<file path="config.mk">
export PLATFORM = sky130hd
export DESIGN_NAME = psvb_div
export DESIGN_NICKNAME = d
export VERILOG_FILES = /design/src/hdl/psvb_pkg.sv /design/src/hdl/psvb_div.sv
export SDC_FILE = /design/constraint.sdc
export NUM_CORES = 1
export LEC_CHECK = 0
export ABC_AREA = 1
export CAP_MARGIN = 20
export CELL_PAD_IN_SITES_DETAIL_PLACEMENT = 0
export CELL_PAD_IN_SITES_GLOBAL_PLACEMENT = 1
export CORE_ASPECT_RATIO = 1.5
export CORE_UTILIZATION = 46
export CTS_CLUSTER_SIZE = 10
export DETAILED_ROUTE_END_ITERATION = 8
export DONT_BUFFER_PORTS = 1
export GPL_TIMING_DRIVEN = 0
export HOLD_SLACK_MARGIN = 0.15
export PLACE_DENSITY = 0.81
export SYNTH_ARGS = -nofsm -noshare
export SYNTH_HDL_FRONTEND = slang
export SYNTH_SLANG_ARGS = --single-unit
</file>
<file path="constraint.sdc">
create_clock -name clk_i -period 2.05 [get_ports clk_i]
set_input_delay 0.41 -clock clk_i [delete_from_list [all_inputs] [get_ports clk_i]]
set_output_delay 0.41 -clock clk_i [all_outputs]
set_load 0.01 [all_outputs]
</file>
<file path="src/hdl/psvb_pkg.sv">
// Shared constants, types and state codes of the panned sine voice bank.
package psvb_pkg;

  localparam int unsigned VOICES          = 32;
  localparam int unsigned SAMPLE_RATE     = 44100;
  localparam int unsigned SINE_TABLE_BITS = 10;

  localparam int unsigned VIDX_W = (VOICES > 1) ? $clog2(VOICES) : 1;

  // numerator of the period division, frequency being Q14.8
  localparam logic [31:0] PER_NUM = 32'(SAMPLE_RATE * 256);
  localparam logic [11:0] PER_MAX = 12'd4095;
  localparam logic [15:0] ANG_MASK =
    16'(16'hFFFF << (16 - SINE_TABLE_BITS));

  // divide by five as multiply by ceil(2^24/5), exact below 2^22
  localparam logic [21:0] GLIDE_RCP = 22'd3355444;

  localparam logic [1:0] CMD_RENDER = 2'd0;
  localparam logic [1:0] CMD_SET    = 2'd1;
  localparam logic [1:0] CMD_GLIDE  = 2'd2;
  localparam logic [1:0] CMD_UNUSED = 2'd3;

  typedef struct packed {
    logic [21:0]        freq;
    logic [13:0]        target;
    logic [11:0]        period;
    logic [15:0]        phase;
    logic [15:0]        pan;
    logic signed [15:0] last;
  } voice_t;

  localparam voice_t VOICE_RESET = '{
    freq:   22'd112640,
    target: 14'd440,
    period: 12'd100,
    phase:  16'd0,
    pan:    16'd32768,
    last:   16'sd0
  };

  typedef struct packed {
    logic        start;
    logic [31:0] dividend;
    logic [21:0] divisor;
  } div_req_t;

  typedef struct packed {
    logic        done;
    logic [31:0] quot;
    logic [21:0] rem;
  } div_rsp_t;

  typedef struct packed {
    logic               valid;
    logic signed [19:0] left;
    logic signed [19:0] right;
    logic               frame;
  } res_t;

  typedef enum logic [4:0] {
    S_IDLE,
    S_READ,
    S_LOAD,
    S_GSTEP,
    S_GADD,
    S_GPER,
    S_GPERW,
    S_GWR,
    S_RMOD,
    S_RANG,
    S_RANGW,
    S_SIN1,
    S_SIN2,
    S_SIN3,
    S_SIN4,
    S_TSC,
    S_SLEW1,
    S_SLEW2,
    S_MIX,
    S_ACC,
    S_FINISH
  } eng_state_e;

endpackage

</file>
<file path="src/hdl/psvb_div.sv">
// Restoring divider, one quotient bit per cycle.
module psvb_div
  import psvb_pkg::*;
(
  input  logic     clk_i,
  input  logic     rst_ni,
  input  div_req_t req_i,
  output div_rsp_t rsp_o
);

  logic        busy_q, done_q;
  logic [4:0]  cnt_q;
  logic [31:0] num_q;
  logic [21:0] rem_q, den_q;
  logic [22:0] trial;
  logic        ge;
  logic [22:0] rem_n;

  assign trial = {rem_q, num_q[31]};
  assign ge    = trial >= {1'b0, den_q};
  assign rem_n = ge ? (trial - {1'b0, den_q}) : trial;

  always_ff @(posedge clk_i or negedge rst_ni) begin
    if (!rst_ni) begin
      busy_q <= 1'b0;
      done_q <= 1'b0;
      cnt_q  <= '0;
    end else begin
      done_q <= 1'b0;
      if (req_i.start && !busy_q) begin
        busy_q <= 1'b1;
        cnt_q  <= '0;
      end else if (busy_q) begin
        cnt_q <= cnt_q + 5'd1;
        if (cnt_q == 5'd31) begin
          busy_q <= 1'b0;
          done_q <= 1'b1;
        end
      end
    end
  end

  always_ff @(posedge clk_i) begin
    if (req_i.start && !busy_q) begin
      num_q <= req_i.dividend;
      den_q <= req_i.divisor;
      rem_q <= '0;
    end else if (busy_q) begin
      num_q <= {num_q[30:0], ge};
      rem_q <= rem_n[21:0];
    end
  end

  assign rsp_o.done = done_q;
  assign rsp_o.quot = num_q;
  assign rsp_o.rem  = rem_q;

endmodule

</file>
==> results.md, run 1 <==
- Die X: 88.0 microns
- Hold_ws: 161 ps
- IO Pins: 112
- Largest net degree at the start of global routing: 32
- Post-DP HPWL: 9440 microns
- Met1 Use GR: 0.240
- Final setup TNS: 0 ps
- Count of input and output buffers: 0
- Final setup fails: 0
- Clock Skew: 8.81 ps
- Prevailing post-synth register cell: edfxtp_1
- Area delta synth->final: 27.8%
- RSZ-0062 raised after global routing: true
- Antenna diode count: 0
- Htree depth: 3
- Total GRT Usage: 0.232
- Vias per inst: 5.03
- Crit-path max FO: 4
- Final std cells w/o fill: 883
- Clk root buf: clkbuf_16
- Wire per inst: 15.2 microns
- Clk slew on worst S/H paths: 70 ps
- Initial antenna violation count: 0
- GR Layer Usage met2: 0.439
- Slack of the critical path: 1.74 ps
- Slew Viols, Final: 0
- Die H: 131 microns
- Syn nets: 758
- Die Footprint: 0.0115 sq mm
- Post-route cell area: 0.00653 sq mm
- Dpl cells: 821
- Remaining global-route overflow: 0
- Max Cap Viol: 0
- CTS Buf Count: 9
- Via count: 4441
- Seq/Total Area, Yosys: 0.438
- Post-Synthesis Cells: 676
- Initial Utilization: 0.477
- Met3 usage: 0.0553
- Final net count: 816
- FMAX: 0.488 GHz
- Cell Area, Synth: 0.00511 sq mm
- Final ANT Viol Nets: 0
- Routability Congestion: 0.895
- Total chip power: 10.7 mW
- Most used routing layer: met2
- Drt initial violations: 179
- First-pass GRT wire length: 20200 microns
- CTS tree: built
- Place WS: -189 ps
- Pleak: 3.08 nW
- Type of the worst setup path: reg -> reg
- Remaining routing DRC violations: 0
- Filler cells: 1004
- Max VDD drop: 0.668 mV
- Layout cells sized above 1: 0.212
- CTS sink count: 83
- Ys Warns: 0
- Pwr/cell area: 1650 mW/mm^2
- Period utilisation layout: 0.999
- Post-synth EDFFs: 54
- Worst setup SP type: flip-flop
- Fin util: 0.610
- Synthesized flop and latch total: 83
- Worst Max-Slew Pin Slew: 844 ps
- Max-slew headroom: 0.437
- Dpl cell area: 0.00532 sq mm
- CP endpoint kind: flip-flop
- CTS Buffer Depth: 2
- Row cnt: 46
- DR pass1 iterations: 4
- Avg Cell Area, Syn: 7.55 sq um
- Status: complete, no violations
- Hold Fails Final Rpt: 0
- Vias in the first global route: 4298
- CORE AREA: 0.0107 sq mm
- Ys async rst share: 0.0843
- Final critical-path required period: 2050 ps
- WP data required: 2300 ps
- Final WL: 13400 microns
- CP arrival: 2300 ps
- Worst Hold Class: in -> reg
- Post-synth cell types: 36
- Clock Latency Late Sink: 350 ps
timing repair:
item,CTS,global route
gates cloned,0,3
resized for setup,20,87
setup buffers,8,13
pin swaps,8,20
endpoints found under the hold margin,20,8
endpoints found under the setup margin,55,23
hold buffers,14,8
Yosys cell counts (3+ instances only):
cell type	instances	area share
nor2_2	3	0.0037
dfrtp_1	7	0.034
clkbuf_1	9	0.0066
inv_1	99	0.073
nor2_1	28	0.021
buf_4	3	0.0044
buf_6	5	0.011
ha_1	24	0.059
xnor2_1	7	0.012
nand2_1	279	0.21
o21ai_1	6	0.0059
nand3b_1	18	0.026
edfxtp_1	54	0.32
nor2_4	4	0.0088
nand3_1	49	0.048
a21oi_1	15	0.015
dfxtp_1	22	0.086
a21oi_2	4	0.0069
inv_2	3	0.0022
nand4_1	5	0.0061
nand2_4	3	0.0066
nand2_2	8	0.0098
flip-flops by register name, indices dropped and copies added (netlist names):
| register | cells |
|---|---|
| busy_q | 1 |
| cnt_q | 5 |
| done_q | 1 |
| den_q | 22 |
| num_q | 32 |
| rem_q | 22 |
worst paths after layout:
path,start,endpoint,slack [ps],depth (start not counted)
hold reg to reg,cnt_q[3]$_DFFE_PN0P_,cnt_q[3]$_DFFE_PN0P_,500,1
setup / recovery,num_q[31]$_DFFE_PP_,rem_q[20]$_SDFFE_PP0P_,2,13
setup reg to reg,num_q[31]$_DFFE_PP_,rem_q[20]$_SDFFE_PP0P_,2,13
max in group asynchronous,rst_ni,cnt_q[0]$_DFFE_PN0P_,1400,1
hold / removal,req_i[0],den_q[0]$_DFFE_PP_,160,0
min in group asynchronous,rst_ni,done_q$_DFF_PN0_,390,1
power by group:
part	switching [mW]	internal [mW]	total (mW)
logic	3.14	2.41	5.55
clock network	0.765	0.846	1.61
registers	0.911	2.67	3.58
total	4.81	5.93	10.7
critical path: stages, from the launching register on:
cell and delay [ps]:
edfxtp_1 470, inv_2 120, ha_4 140, inv_4 40, fa_2 390, nand2_2 100
nand3_2 80, and2_4 170, nand3b_1 110, nand3_2 80, nand2_2 80, nand3_2 70
nand2_1 70, nand2_1 40
routing by layer:
metal  wire length (microns)  part of all wire  up-vias
met3                     578             0.043       27
li1                        -                 -     2244
met1                    5120              0.38     2053
met4                     395             0.029        0
met2                    7340              0.55      117
met5                       0                 0        -
final cells by class:
cell class              instances  area (sq um)  area share
inverters                     103           393      0.0602
well taps                     144           180      0.0276
plain buffers                  19           146      0.0224
clock buffers                   9           225      0.0345
clock inverters                 7          60.1     0.00920
multi-input cells             472          2800       0.429
repair buffers                 46           459      0.0703
flip-flops and latches         83          2260       0.347
logic make-up (layout without fill, tap and decap cells):
group / Yosys count / count (layout) / synth area share
AOI/OAI and AO/OA: 36 / 36 / 0.0444
xor gates and xnor gates: 9 / 9 / 0.0154
adders and majority gates: 25 / 25 / 0.0627
buffers and inverters: 122 / 184 / 0.0997
DFF: 83 / 83 / 0.438
and+or+nand+nor: 401 / 402 / 0.340
cells in the final DEF (no fill, tap or decap), types with 5 or more instances in the layout:
cell type	n
a21oi_1	12
a21oi_2	5
buf_4	21
clkbuf_1	8
clkbuf_16	11
dfrtp_1	7
dfxtp_2	18
dlygate4sd3_1	22
edfxtp_1	54
ha_4	18
inv_1	92
inv_2	8
nand2_1	262
nand2_2	18
nand2_4	8
nand3_1	43
nand3_2	6
nand3b_1	18
nand4_1	5
nor2_1	24
nor2_4	7
o21ai_1	6
xnor2_1	7
Note: power is estimated with default switching activity, not from simulation.
==> run 2: changes to the inputs <==
Settings changed: CTS_CLUSTER_DIAMETER set to 50, SETUP_SLACK_MARGIN set to 0.4.
==> run 2 against run 1 <==
Global-route usage rose by 1.8 points. Maximum frequency rose by 1.1%. Clock power barely moved. Power rose by 11%. Count of clock-buffer cells in the layout rose by 1. Sequential cell count did not move. Combinational power rose by 21%. Critical path type unchanged. Largest cell class unchanged.
==> results.md, run 2 (synthesis results as in run 1) <==
- Commonest non-fill, non-tap cells in the layout: 243 x nand2_1, 88 x inv_1, 54 x edfxtp_1
- Die X: 88.0 microns
- CP endpoint kind: flip-flop
- Routability Congestion: 0.866
- CP arrival: 2270 ps
- Filler cells: 928
- Die H: 131 microns
- RSZ-0062 raised after global routing: true
- CORE AREA: 0.0107 sq mm
- CTS Buffer Depth: 2
- Worst Max-Slew Pin Slew: 595 ps
- Pleak: 3.26 nW
- Reg area: 0.00226 sq mm
- Sw frac: 0.445
- Type of the worst setup path: reg -> reg
- Largest net degree at the start of global routing: 32
- Routed wl met3: 583 microns
- Crit-path max FO: 8
- Final net count: 823
- Clock Skew: 9.39 ps
- Final setup TNS: 0 ps
- Max-slew headroom: 0.603
- Most common cell after layout, fill and taps aside: nand2_1
- Clk root buf: clkbuf_16
- Met2 Routed Length: 7560 microns
- Final critical-path required period: 2030 ps
- WP data required: 2290 ps
- Area delta synth->final: 36.8%
- FMAX: 0.494 GHz
- Htree depth: 3
- Final setup fails: 0
- Clk slew on worst S/H paths: 70 ps
- Multi-input logic area: 0.00310 sq mm
- Remaining global-route overflow: 0
- Initial antenna violation count: 0
- Initial Utilization: 0.477
- Final ANT Viol Nets: 0
- Drt initial violations: 185
- IO Pins: 112
- Int Pwr: 6.61 mW
- Top flop regs: num_q (32), den_q (22), rem_q (22)
- Biggest register: num_q
- Clk pwr share: 0.138
- Wl on met1: 5290 microns
- Layout cells sized above 1: 0.298
- CTS sink count: 83
- Clock Latency Late Sink: 350 ps
- Post-DP HPWL: 9530 microns
- CTS tree: built
- Antenna diode count: 0
- Flop pwr share: 0.300
- Max VDD drop: 0.704 mV
- DR pass1 iterations: 4
- Period utilisation layout: 0.988
- Pwr/cell area: 1710 mW/mm^2
- Combinational share of power: 0.562
- Row cnt: 46
- Remaining routing DRC violations: 0
- Max FFs per register: 32
- Slew Viols, Final: 0
- First-pass GRT wire length: 21600 microns
- Total GRT Usage: 0.251
- Worst Hold Class: in -> reg
- Flop2flop setup slack: 20 ps
- Count of input and output buffers: 0
- Uppermost routed layer: met4
- Max Cap Viol: 0
- Vias per inst: 5.04
- Total chip power: 11.9 mW
- Via count: 4486
- Vias in the first global route: 4454
- Wire per inst: 15.6 microns
- CTS Buf Count: 9
- Status: complete, no violations
- Hold Fails Final Rpt: 0
- Final WL: 13900 microns
- Worst setup SP type: flip-flop
- Die Footprint: 0.0115 sq mm
- NetSw: 5.31 mW
## run 2: cell types whose count changed in the layout (fill, tap and decap cells not counted), moves of 4 or more
cell | before | now
a21oi_2 | 5 | 1
nand3_1 | 43 | 21
nand2_2 | 18 | 29
nand2_4 | 8 | 16
inv_1 | 92 | 88
buf_4 | 21 | 26
nor2_4 | 7 | 11
nand3_2 | 6 | 25
nand2_1 | 262 | 243
inv_2 | 8 | 13
buf_12 | 0 | 6
dlygate4sd3_1 | 22 | 18
## run 2: final timing paths
path / cells past startpoint / startpoint / to
worst min register to register: 2 / rem_q[10]$_SDFFE_PP0P_ / rem_q[10]$_SDFFE_PP0P_
worst max register to register: 15 / den_q[4]$_DFFE_PP_ / rem_q[0]$_SDFFE_PP0P_
worst min-delay path: 0 / req_i[21] / den_q[21]$_DFFE_PP_
max in group asynchronous: 1 / rst_ni / cnt_q[0]$_DFFE_PN0P_
min in group asynchronous: 1 / rst_ni / cnt_q[3]$_DFFE_PN0P_
worst max-delay path: 15 / den_q[4]$_DFFE_PP_ / rem_q[0]$_SDFFE_PP0P_
## run 2: repair_timing
action	CTS	global route
resized for setup	84	59
pin swaps	23	28
setup endpoints to repair	108	75
hold endpoints to repair	24	0
gates cloned	6	0
setup buffers	23	7
hold buffers	18	0
## run 2: critical path, cell delays in order, from the launching register on
cell and delay [ps]:
edfxtp_1 360, inv_2 60, ha_4 290, nand2_2 80, nor2_4 130, nand2_1 60
nor2_1 120, nand2_2 80, nand2_2 80, nor2_4 40, buf_12 150, nand2_8 100
buf_8 140, nand2_1 70, nand3_1 90, o21ai_1 60
## run 2: final cells by class
type / count / area share
inverter: 103 / 0.0561
clock buffer: 10 / 0.0342
timing repair inverter: 2 / 0.00215
multi-input combinational: 471 / 0.443
tap: 144 / 0.0258
clock inverter: 6 / 0.00788
timing repair buffer: 52 / 0.0821
buffer: 19 / 0.0245
sequential: 83 / 0.324
## run 2: metrics by stage
| step | cells | setup slack (ps) | hold WS, ps | util | instance area, sq um |
|---|---|---|---|---|---|
| global placement | 820 | -31.9 | 115 | 0.518 | 5550 |
| floorplan | 676 | 228 | 114 | - | 5370 |
| detailed placement | 820 | -36.9 | 115 | 0.518 | 5550 |
| CTS | 883 | 74.2 | 150 | 0.628 | 6720 |
| global route | 890 | -66.1 | 150 | 0.652 | 6980 |
| finish | 890 | 24.6 | 154 | 0.652 | 6980 |
## run 2: layer usage
metal | vias to the layer above | track usage
met3 | 31 | 0.0565
met1 | 2083 | 0.262
li1 | 2258 | -
met2 | 114 | 0.473
met5 | - | 0
met4 | 0 | 0.106
## run 2: power groups by stage
stage	Sequential (mW)	Combinational, mW	Clock [mW]
2_1_floorplan	3.36	3.89	0
3_3_place_gp	3.54	4.76	0
3_5_place_dp	3.54	4.82	0
4_1_cts	3.60	6.11	1.67
5_1_grt	3.69	7.36	1.73
6_report	3.58	6.70	1.64
==> run 3: changes to the inputs <==
Settings changed: ABC_AREA 1 to not set, CORE_UTILIZATION 46 to 49, PLACE_DENSITY 0.81 to 0.8.
==> run 3 against run 2 <==
The flow now finishes with violations (setup timing). Maximum frequency down 23%. Global-route usage down 2.2 points. Routed wire length fell by 24%.
==> results.md, run 3 <==
- Flop pwr share: 0.353
- Slack of the critical path: -582 ps
- Antenna diode count: 0
- Ys async rst share: 0.0843
- RSZ-0062 raised after global routing: true
- Post-synth top cells: 54 x edfxtp_1, 33 x inv_1, 31 x mux2_2
- R2R Path End: rem_q[21]$_SDFFE_PP0P_
- Failing checks: setup timing
- Clock Latency Late Sink: 340 ps
- Clk pwr share: 0.162
- CP arrival: 2860 ps
- Hold Fails Final Rpt: 0
- Post-synth cell types: 56
- Crit-path cells: inv_1 > ha_4 > a21o_1 > a31oi_2 > nand2_1 > o311a_4 > nor4_4 > o31ai_1 > nor4b_1 > or3_1
- FMAX: 0.380 GHz
- Total GRT Usage: 0.228
- RR Startpoint: den_q[4]$_DFFE_PP_
- Hold_ws: 161 ps
- Remaining routing DRC violations: 0
- NetSw: 3.90 mW
- Fin util: 0.638
- Syn nets: 482
- CTS sink count: 83
- Final ANT Viol Nets: 0
- Clock Skew: 7.46 ps
- Worst setup SP type: flip-flop
- Drt initial violations: 129
- Max-slew headroom: 0.596
- Initial Utilization: 0.505
- Post-route cell area: 0.00563 sq mm
- WP data required: 2270 ps
- Ys Warns: 0
- Max FFs per register: 32
- Clk slew on worst S/H paths: 70 ps
- Clk root buf: clkbuf_16
- Final critical-path required period: 2630 ps
- Die X: 79.9 microns
- Count of input and output buffers: 0
- First-pass GRT wire length: 16100 microns
- Routability Congestion: 0.842
- Max Cap Viol: 0
- Yosys top cell by area: edfxtp_1
- DR pass1 iterations: 4
- Total chip power: 10.1 mW
- Cell Area, Synth: 0.00446 sq mm
- Sw frac: 0.387
- Synthesized flop and latch total: 83
- Period utilisation layout: 1.28
- CTS Buffer Depth: 2
- Worst path top cell family by delay: compound AO/OA/AOI/OAI gates
- Final net count: 529
- Most common cell after layout, fill and taps aside: edfxtp_1
- Count leader, synth: edfxtp_1
- IO Pins: 112
- Via count: 3287
- Wire per inst: 18.8 microns
- Worst Max-Slew Pin Slew: 607 ps
- Layout cells sized above 1: 0.327
- Pleak: 2.20 nW
- Htree depth: 3
- Prevailing post-synth register cell: edfxtp_1
- Type of the worst setup path: reg -> reg
- Commonest non-fill, non-tap cells in the layout: 54 x edfxtp_1, 31 x mux2_2, 28 x inv_1, 28 x nand2_1, 21 x buf_4
- Seq/Total Area, Yosys: 0.502
- Slew Viols, Final: 0
- Pwr/cell area: 1790 mW/mm^2
- Leading post-synthesis cells by cell area: edfxtp_1 36%, dfxtp_1 9.9%, mux2_2 7.8%, ha_1 6.7%, dfrtp_1 3.9%
- Die Footprint: 0.00950 sq mm
- Worst hold path endpoint: den_q[5]$_DFFE_PP_
- Vias per inst: 5.85
- Hold path startpoint: req_i[5]
- Post-Synthesis Cells: 400
- Remaining global-route overflow: 0
- Biggest register: num_q
- Area delta synth->final: 26.2%
- Final setup fails: 23
- Worst path max stage delay: 430 ps
- R2r worst-path depth: 10
- Status: finished, violations left
- Worst Hold Class: in -> reg
- Die H: 119 microns
- Dpl cell area: 0.00468 sq mm
- Max VDD drop: 0.932 mV
- Initial antenna violation count: 0
- Int Pwr: 6.18 mW
- Post-DP HPWL: 7270 microns
- Post-synth EDFFs: 54
- Row cnt: 42
- CORE AREA: 0.00883 sq mm
- Buf/Inv on CP: 1
- Yosys top cell area share: 0.364
- Vias in the first global route: 3325
- Flop2flop setup slack: -580 ps
- Final WL: 10600 microns
- Crit-path slowest cell: o311a_4
- CP endpoint kind: flip-flop
- Crit-path max FO: 6
- Combinational share of power: 0.486
- Avg Cell Area, Syn: 11.2 sq um
- Largest net degree at the start of global routing: 32
- CTS Buf Count: 9
- Worst Hold Path Cells: 0
- CTS tree: built
- Top flop regs: num_q (32), den_q (22), rem_q (22)
run 3: kinds of logic after synthesis:
kind of cell | count (synthesis) | share of synthesized area
simple gates | 96 | 0.107
buf+inv | 51 | 0.0536
xor+xnor | 19 | 0.0373
flops | 83 | 0.502
compound gates | 83 | 0.123
mux | 43 | 0.105
fa+ha+maj | 25 | 0.0718
run 3: final cells by class:
class / count / area, sq um
multi-input combinational: 266 / 2230
tap: 110 / 138
clock inverter: 7 / 77.6
clock buffer: 9 / 225
fill: 719 / 3200
sequential: 83 / 2260
timing repair buffer: 35 / 382
buffer: 18 / 183
timing repair inverter: 1 / 7.51
inverter: 33 / 130
run 3: layer usage:
layer / routed length [microns] / track usage
met5: 0 / 0
met4: 266 / 0.0960
met3: 622 / 0.0559
met2: 5750 / 0.418
met1: 3910 / 0.242
run 3: through the flow:
| step | TNS [ps] | setup slack [ps] | instances |
|---|---|---|---|
| 6_report | -12240 | -582 | 562 |
| 5_1_grt | -14530 | -673 | 562 |
| 4_1_cts | -12850 | -614 | 546 |
| 3_5_place_dp | -34300 | -924 | 510 |
| 3_3_place_gp | -31910 | -924 | 510 |
| 2_1_floorplan | -8510 | -473 | 400 |
run 3: power by group through the flow:
| stage | registers, mW | logic, mW | clock network (mW) |
|---|---|---|---|
| detailed placement | 3.51 | 3.86 | 0 |
| global route | 3.65 | 5.36 | 1.73 |
| global placement | 3.52 | 3.77 | 0 |
| CTS | 3.55 | 4.56 | 1.66 |
| finish | 3.56 | 4.90 | 1.63 |
| floorplan | 3.33 | 3.14 | 0 |
run 3: repair_timing:
item / in CTS / in global routing
pin swaps: 18 / 18
hold endpoints to repair: 7 / 7
gates cloned: 2 / 1
gates resized for setup: 60 / 35
setup endpoints to repair: 113 / 64
hold buffers: 1 / 7
setup buffers: 17 / 8
run 3: worst max-delay path by stage:
stage / startpoint / end / depth (start not counted)
floorplan: den_q[6]$_DFFE_PP_ / rem_q[21]$_SDFFE_PP0P_ / 12
global placement: rem_q[3]$_SDFFE_PP0P_ / rem_q[21]$_SDFFE_PP0P_ / 9
detailed placement: rem_q[3]$_SDFFE_PP0P_ / rem_q[21]$_SDFFE_PP0P_ / 9
CTS: num_q[31]$_DFFE_PP_ / rem_q[12]$_SDFFE_PP0P_ / 12
global route: den_q[11]$_DFFE_PP_ / rem_q[17]$_SDFFE_PP0P_ / 14
finish: den_q[4]$_DFFE_PP_ / rem_q[21]$_SDFFE_PP0P_ / 10
